<file path="config.mk">
export PLATFORM = sky130hd
export DESIGN_NAME = tpq_cell
export DESIGN_NICKNAME = d
export VERILOG_FILES = /design/src/rtl/timeout_priority_queue_assert.svh /design/src/rtl/tpq_pkg.sv /design/src/rtl/tpq_cell.sv
export SDC_FILE = /design/constraint.sdc
export NUM_CORES = 1
export LEC_CHECK = 0
export BUFFER_PORTS_ARGS = -buffer_cell sky130_fd_sc_hd__clkbuf_2
export CAP_MARGIN = 20
export CORE_MARGIN = 4
export CORE_UTILIZATION = 40
export DETAILED_ROUTE_END_ITERATION = 6
export GPL_TIMING_DRIVEN = 0
export PLACE_DENSITY = 0.68
export SKIP_CTS_REPAIR_TIMING = 1
export SLEW_MARGIN = 40
export SYNTH_ARGS = -nofsm -noshare
export SYNTH_HDL_FRONTEND = slang
export SYNTH_SLANG_ARGS = --single-unit
</file>
<file path="constraint.sdc">
create_clock -name i_clk -period 2.57 [get_ports i_clk]
set_input_delay 0.3855 -clock i_clk [delete_from_list [all_inputs] [get_ports i_clk]]
set_output_delay 0.3855 -clock i_clk [all_outputs]
set_load 0.02 [all_outputs]
</file>
<file path="src/rtl/timeout_priority_queue_assert.svh">
// Assertion macros for the timeout priority queue.
// Included by the top level; needs nothing else.
`ifndef TIMEOUT_PRIORITY_QUEUE_ASSERT_SVH
`define TIMEOUT_PRIORITY_QUEUE_ASSERT_SVH

// Same-cycle implication, off while reset is asserted.
`define TPQ_ASSERT_NOW(label, clk, rst_n, ante, cons, msg) \
    label: assert property (@(posedge clk) disable iff (!(rst_n)) (ante) |-> (cons)) \
        else $error(msg);

// Next-cycle implication, off while reset is asserted.
`define TPQ_ASSERT_NEXT(label, clk, rst_n, ante, cons, msg) \
    label: assert property (@(posedge clk) disable iff (!(rst_n)) (ante) |=> (cons)) \
        else $error(msg);

`endif

</file>
<file path="src/rtl/tpq_pkg.sv">
// Shared types, constants and helpers of the timeout priority queue.
// Used by tpq_cell and timeout_priority_queue; depends on nothing.
`timescale 1ns / 1ps
`default_nettype none

package tpq_pkg;

    localparam int SLOTS    = 16;
    localparam int SLOT_IDS = 16;
    localparam int SLOT_W   = 4;
    localparam int DL_W     = 32;
    localparam int TO_W     = 16;
    localparam int POS_W    = (SLOTS > 1) ? $clog2(SLOTS) : 1;
    localparam int CNT_W    = $clog2(SLOTS + 1);

    localparam logic [CNT_W-1:0] COUNT_FULL      = CNT_W'(SLOTS);
    localparam logic [POS_W-1:0] POS_LAST        = POS_W'(SLOTS - 1);
    localparam logic [TO_W-1:0]  DEFAULT_TIMEOUT = 16'd500;

    typedef enum logic [2:0] {
        CMD_TICK   = 3'd0,
        CMD_ADD    = 3'd1,
        CMD_DELETE = 3'd2,
        CMD_REARM  = 3'd3,
        CMD_QUERY  = 3'd4
    } t_cmd;

    typedef enum logic [1:0] {
        KIND_EXPIRED = 2'd0,
        KIND_WAIT    = 2'd1,
        KIND_EMPTY   = 2'd2
    } t_kind;

    typedef enum logic [1:0] {
        ST_IDLE,
        ST_WALK,
        ST_EXPIRE
    } t_state;

    // Walk phases of the update word traveling down the chain.
    typedef enum logic [1:0] {
        PH_SCAN,
        PH_PUSH,
        PH_PULL
    } t_phase;

    typedef struct packed {
        logic              valid;
        logic [DL_W-1:0]   dl;
        logic [SLOT_W-1:0] owner;
    } t_entry;

    typedef struct packed {
        logic              active;
        t_phase            phase;
        logic              ins;
        logic [DL_W-1:0]   nd;
        logic [SLOT_W-1:0] nown;
        t_entry            carry;
    } t_token;

    // True when deadline a is not after deadline b in wrapping order.
    function automatic logic not_after(input logic [DL_W-1:0] a, input logic [DL_W-1:0] b);
        logic [DL_W-1:0] d;
        d = b - a;
        return ~d[DL_W-1];
    endfunction

endpackage

`default_nettype wire

</file>
<file path="src/rtl/tpq_cell.sv">
// One position of the sorted timeout chain: holds an entry and passes
// the update word one cell down per cycle. Depends on tpq_pkg.
`timescale 1ns / 1ps
`default_nettype none

module tpq_cell (
    input  wire logic            i_clk,
    input  wire logic            i_rst_n,
    input  wire logic            i_shift,
    input  wire tpq_pkg::t_token i_tok,
    input  wire tpq_pkg::t_entry i_nbr,
    output tpq_pkg::t_entry      o_ent,
    output tpq_pkg::t_token      o_tok
);

    tpq_pkg::t_entry r_ent, n_ent;
    tpq_pkg::t_token r_tok, n_tok;
    tpq_pkg::t_entry new_ent;
    logic            own_hit;
    logic            fits_before_nbr;

    assign new_ent         = '{valid: 1'b1, dl: i_tok.nd, owner: i_tok.nown};
    assign own_hit         = r_ent.valid && (r_ent.owner == i_tok.nown);
    assign fits_before_nbr = i_tok.ins &&
                             (!i_nbr.valid || tpq_pkg::not_after(i_tok.nd, i_nbr.dl));

    always_comb begin
        n_ent = r_ent;
        n_tok = '0;
        if (i_shift) begin
            n_ent = i_nbr;
        end else if (i_tok.active) begin
            n_tok = i_tok;
            unique case (i_tok.phase)
                tpq_pkg::PH_SCAN: begin
                    if (own_hit) begin
                        // old entry leaves: place here or close the gap
                        if (fits_before_nbr) begin
                            n_ent        = new_ent;
                            n_tok.active = 1'b0;
                        end else begin
                            n_ent        = i_nbr;
                            n_tok.phase  = tpq_pkg::PH_PULL;
                            n_tok.active = i_nbr.valid;
                        end
                    end else if (!r_ent.valid) begin
                        if (i_tok.ins) begin
                            n_ent = new_ent;
                        end
                        n_tok.active = 1'b0;
                    end else if (i_tok.ins && tpq_pkg::not_after(i_tok.nd, r_ent.dl)) begin
                        n_ent       = new_ent;
                        n_tok.carry = r_ent;
                        n_tok.phase = tpq_pkg::PH_PUSH;
                    end
                end
                tpq_pkg::PH_PUSH: begin
                    n_ent = i_tok.carry;
                    if (!r_ent.valid || own_hit) begin
                        n_tok.active = 1'b0;
                    end else begin
                        n_tok.carry = r_ent;
                    end
                end
                tpq_pkg::PH_PULL: begin
                    if (fits_before_nbr) begin
                        n_ent        = new_ent;
                        n_tok.active = 1'b0;
                    end else begin
                        n_ent        = i_nbr;
                        n_tok.active = i_nbr.valid;
                    end
                end
                default: begin
                    n_tok.active = 1'b0;
                end
            endcase
        end
    end

    always_ff @(posedge i_clk) begin
        if (!i_rst_n) begin
            r_ent <= '0;
            r_tok <= '0;
        end else begin
            r_ent <= n_ent;
            r_tok <= n_tok;
        end
    end

    assign o_ent = r_ent;
    assign o_tok = r_tok;

endmodule

`default_nettype wire

</file>
After elaboration in Yosys (flattened, before gate mapping)
Cells that the tools add are included.
- register bits after elaboration: 114
- input bits: 117
- output and inout bits: 114
- word-level logic and storage cells: 57
- $add $sub $neg: 2
- equality and inequality tests: 5
- muxes and demuxes: 22
- bitwise gates (word level): 4
- reductions and logical operators: 13
- operators with widths (operator ; number):
    $mux W37 ; 10
    $pmux W37 S3 ; 1
    $pmux W37 S2 ; 1
    $sub A32 B32 Y32 ; 2
    $mux W36 ; 1
    $ne A5 B5 Y1 const B ; 2
    $mux W2 ; 4
    $eq A4 B4 Y1 ; 1
    $not A1 Y1 ; 4
    $reduce_and A4 Y1 ; 1
    $reduce_bool A4 Y1 ; 1
    $logic_and A1 B1 Y1 ; 3
    $mux W1 ; 3
    $mux W3 ; 1
    $pmux W1 S3 ; 1
    $reduce_or A3 Y1 ; 1
    $eq A2 B1 Y1 const B ; 1
    $eq A2 B2 Y1 const B ; 1
    $logic_not A1 Y1 ; 2
    $logic_not A2 Y1 ; 1
    $logic_or A1 B1 Y1 ; 2
    $reduce_and A2 Y1 ; 1
    $reduce_bool A2 Y1 ; 1

Logic depth before layout (Yosys ltp)
- depth after elaboration: 9
- mapped depth: 14
- gate-level depth less buffers: 11

Least setup slack after synthesis
Ideal clock, no wire load.
- kind: input to register
- start point: input i_tok[57] (netlist name)
- end point: register r_ent, in the netlist o_ent[2]
- setup time: 0.126 ns
- arrival: 2.655 ns
- required time: 2.444 ns
- setup slack: -0.211 ns
- stages: 12
- path buffers: 1
- cell sequence: inv_1 ha_1 a21o_1 a221o_1 a211oi_2 a21oi_1 a31oi_2 nand2_2 o211a_1 buf_2 a221oi_2 o31ai_2
- word-level cells in the longest chain between the ends: 9
- elaborated cells on any way between the ends: 14
- those cells by class: 2 x add/sub; 1 x eq/ne; 5 x mux; 2 x bitwise; 4 x reduce/logical
- ends and longest elaborated chain (what ; line ; text):
    start: declaration ; tpq_cell.sv:10 ; input wire tpq_pkg::t_token i_tok,
    $sub A32 B32 Y32 ; tpq_pkg.sv:65 ; d = b - a;
    $not A1 Y1 ; tpq_pkg.sv:66 ; return ~d[DL_W-1];
    $logic_or A1 B1 Y1 ; tpq_cell.sv:25 ; (!i_nbr.valid || tpq_pkg::not_after(i_tok.nd, i_nbr.dl));
    $logic_and A1 B1 Y1 ; tpq_cell.sv:24 ; assign fits_before_nbr = i_tok.ins &&
    $mux W37 ; tpq_cell.sv:38, tpq_cell.sv:66 ;
    $mux W37 ; tpq_cell.sv:36 ; if (own_hit) begin
    $pmux W37 S3 ; tpq_cell.sv:34 ; unique case (i_tok.phase)
    $mux W37 ; tpq_cell.sv:32 ; end else if (i_tok.active) begin
    $mux W37 ; tpq_cell.sv:30 ; if (i_shift) begin
    end signal: assignment ; tpq_cell.sv:86 ; r_ent <= n_ent;
    end: declaration ; tpq_cell.sv:16 ; tpq_pkg::t_entry r_ent, n_ent;
Several ways; a longest one is shown, not always the timed one. The select of a mux whose other input is x is not followed.
A chain may end at the register's enable or synchronous reset.

Worst setup path in the final report
- start point: register r_ent, in the netlist o_ent[16]
- end point: register r_tok, in the netlist o_tok[17]
- word-level cells in the longest chain between the ends: 7
- ends and longest elaborated chain (what ; line ; text):
    $sub A32 B32 Y32 ; tpq_pkg.sv:65 ;
    $not A1 Y1 ; tpq_pkg.sv:66 ;
    $logic_and A1 B1 Y1 ; tpq_cell.sv:51 ; end else if (i_tok.ins && tpq_pkg::not_after(i_tok.nd, r_ent.dl)) begin
    $mux W37 ; tpq_cell.sv:51 ;
    $mux W37 ; tpq_cell.sv:46 ; end else if (!r_ent.valid) begin
    $mux W37 ; tpq_cell.sv:36 ;
    $pmux W37 S2 ; tpq_cell.sv:34 ;
    end signal: assignment ; tpq_cell.sv:87 ; r_tok <= n_tok;
    end: declaration ; tpq_cell.sv:17 ; tpq_pkg::t_token r_tok, n_tok;
No other way between the ends.

==> out/summary.md <==
The run finished, with violations left. The checks that failed: negative setup slack. The critical path startpoint category was a flop. The portion of the clock cycle consumed by the worst path in the final layout was 1.13. The floorplan die area was 0.0216 mm²; the synthesis-stage register bit count was 114. The most frequently used flop master after synthesis is dfxtp_1. The footprint of the multi-input gates is 0.00593 mm². Across the run, the number of max-cap violations was 0.

The post-CTS clock slew at the launch and capture registers of the worst setup and hold paths came out at 0.06 ns. The type of the setup path with the least slack is flop to flop. The run gives 0 as the final hold violation count. The post-route minimum period was 2.90 ns; the initial standard-cell utilization of the core was 0.409. The sequential cell area is 0.00232 mm², and the synthesis-to-finish area growth is 48.1%.

Entering global routing, the biggest net connects 17 pins. The count of synthesis-stage warnings from yosys was 0. The overall fraction of global-route tracks in use is 0.261, and the met1 layer wirelength in the final routing is 13100 µm. The fill cell total of the finished layout was 1666; the count of final max-slew check failures was 0.

The run gives 0 as the count of antenna-violating nets left after detailed routing. The net count of the finished layout is 1352. The fraction of registers with async set or reset after synthesis works out to 0.

Endpoint class of the critical path: a flop. TritonCTS built the clock tree. CTS built an H-tree with a depth of 4. The arrival time at the worst endpoint was 3.27 ns; the detailed-route vias per instance was 5.96. Power spread over the standard cell area amounts to 528 mW/mm².

Traced cell by cell, the critical path runs through ha_4 -> a21oi_2 -> nor2_1 -> a211oi_2 -> o21ai_4 -> a211oi_4 -> and3_4 -> o211ai_1 -> a211oi_4 -> buf_12 -> clkbuf_16 -> a32o_1. The logs give 0.00873 ns for the worst clock skew and 2830 µm for the routed length on met3. The total overflow reported by the global router was 0.

Clock tree synthesis selected as its root buffer the cell clkbuf_16. Post-route total power: 0.00605 W. For the net count after synthesis, the log shows 1072. The run gives 0.295 as the fraction of the yosys area taken by sequential cells.

The commonest non-fill, non-tap cell in the layout is clkbuf_2. The mapped netlist covers 0.00774 mm². The number of port buffers came out at 226. In the layout the commonest cells are clkbuf_2, dfxtp_1, nand2_1, nor2_1. On the worst path, the slowest cell contributes a delay of 0.36 ns. Setup violations remaining at the end of the flow were counted as 72.

The logs give 0.922 for the last weighted congestion value of the routability-driven placer and 2 for the maximum buffer depth of the clock tree. The first global-routing pass estimated 44900 µm of wire. Static timing analysis puts the maximum clock frequency at 344 MHz. The die extent in x was 147 µm. For the minimum setup slack in the final design, the log shows -0.334 ns. At the later pin of the worst-skew pair, clock insertion delay measures 0.43 ns.

The share of layout cells above drive strength 1 is 0.446. The most numerous cell type found on the critical path is a211oi_4. Each instance of the synthesized netlist takes up on average 8.68 µm². The highest ir drop seen on vdd is 0.500 mV, and the number of flops mapped to enable cells by yosys is 0.

The kind of cell adding the most delay to the critical path is compound AO/OA/AOI/OAI gates. The pre-antenna-repair detailed-routing pass consisted of 5 iterations. The slowest stage of the critical path belongs to the cell a211oi_4.

The tools report the setup TNS as -20.38 ns. The clock sink count is 114, and the via count of the first global-routing pass is 8016. The initialized floorplan defines 50 standard-cell rows.

For this run, design rule violations remaining after detail routing come to 0. For the core area, the log shows 0.0189 mm². The tools report the detailed-route via count as 8576. The min-delay analysis places its worst path in the category input pin to flop. The number of unique standard cell types used by synthesis was 64.

The run gives 0.463 as the tightest slew margin relative to the limit. Setup repair after global routing could not meet its margin everywhere. The total length of routed met2 wires was 14500 µm.

The slew at the pin closest to its max-slew limit was 0.805 ns; the cell leakage power was 4.85 nW. The run gives 2.93 ns as the data required time at the worst endpoint. Top metal layer carrying routed signals: met5. The floorplan step set the die height to 147 µm. For this block, the initial DRC count from the detailed router was 787. The number of antenna diodes in the final layout is 0. The number of buffers and inverters on the critical path is 2. Counting the buffers created by CTS gives 17. In the final routed layout, each cell accounts on average for 21.7 µm. Detailed placement ended at an HPWL of 21800 µm. For the number of placed I/O pins, the log shows 231.

The number of antenna violations at the first check in global routing is 2, and the post-synthesis instance total is 891. The routed design has 31200 µm of wire. In this run the worst path has a maximum fanout of 8.
-- kinds of logic (layout without fill, tap and decap cells) --
| logic type | Yosys count | count (layout) | share of synthesized area |
|---|---|---|---|
| xor+xnor | 6 | 6 | 0.00679 |
| compound gates | 256 | 256 | 0.270 |
| mux | 36 | 36 | 0.0519 |
| buf+inv | 117 | 406 | 0.0678 |
| simple gates | 298 | 298 | 0.205 |
| flops | 114 | 114 | 0.295 |
| fa+ha+maj | 64 | 64 | 0.104 |
-- cell type report --
type,count,share of cell area
inverters,43,0.0171
clock buffers,20,0.0390
repair buffers,261,0.141
well taps,260,0.0284
multi-input cells,660,0.518
clock inverters,8,0.00786
flip-flops and latches,114,0.203
plain buffers,74,0.0459
-- registers in the layout, summed over array words and instances (netlist names) --
name / cells
o_ent: 37
o_tok: 77
-- cell usage after synthesis, types with 8 or more instances --
| cell type | count | area (µm²) |
|---|---|---|
| a221oi_2 | 10 | 150 |
| o31ai_1 | 25 | 188 |
| dfxtp_1 | 114 | 2280 |
| o211ai_1 | 38 | 285 |
| a21oi_1 | 56 | 280 |
| inv_1 | 42 | 158 |
| nor4b_1 | 33 | 289 |
| ha_1 | 64 | 801 |
| nand2_1 | 91 | 342 |
| a32o_1 | 36 | 360 |
| mux2_1 | 33 | 372 |
| buf_4 | 8 | 60.1 |
| a221oi_1 | 24 | 210 |
| o31ai_2 | 11 | 138 |
| nor2_1 | 54 | 203 |
| nand2b_1 | 35 | 219 |
| nand3_1 | 46 | 230 |
| clkbuf_1 | 47 | 176 |
-- worst paths after layout --
path | startpoint | to | slack, ns | depth (start not counted)
hold / removal | i_tok[22] | o_tok[22]$_SDFF_PP0_ | 0.21 | 2
hold reg to reg | o_ent[24]$_SDFFE_PN0P_ | o_tok[24]$_SDFF_PP0_ | 0.52 | 1
setup reg to reg | o_ent[16]$_SDFFE_PN0P_ | o_tok[17]$_SDFF_PP0_ | -0.33 | 12
setup / recovery | o_ent[16]$_SDFFE_PN0P_ | o_tok[17]$_SDFF_PP0_ | -0.33 | 12
-- routing by layer --
metal,up-vias,global-route usage
met5,-,0
met1,4094,0.353
met4,4,0.0746
li1,3945,-
met3,70,0.0672
met2,463,0.413
-- report_power, final --
part	internal [W]	switching (W)	total (W)
clock	0.00142	0.000851	0.00227
sequential	0.00186	0.0000887	0.00195
combinational	0.000782	0.00105	0.00184
-- stage by stage --
| step | hold slack [ns] | cells | area, µm² | setup WS, ns | util |
|---|---|---|---|---|---|
| floorplan | 0.498 | 891 | 8230 | -0.0166 | - |
| global placement | 0.498 | 1377 | 9690 | -0.947 | 0.513 |
| detailed placement | 0.498 | 1377 | 9690 | -1.01 | 0.513 |
| CTS | 0.210 | 1405 | 10200 | -0.821 | 0.541 |
| global route | 0.223 | 1440 | 11500 | -0.461 | 0.606 |
| finish | 0.215 | 1440 | 11500 | -0.334 | 0.606 |
Power figures use the tool's default switching activity.
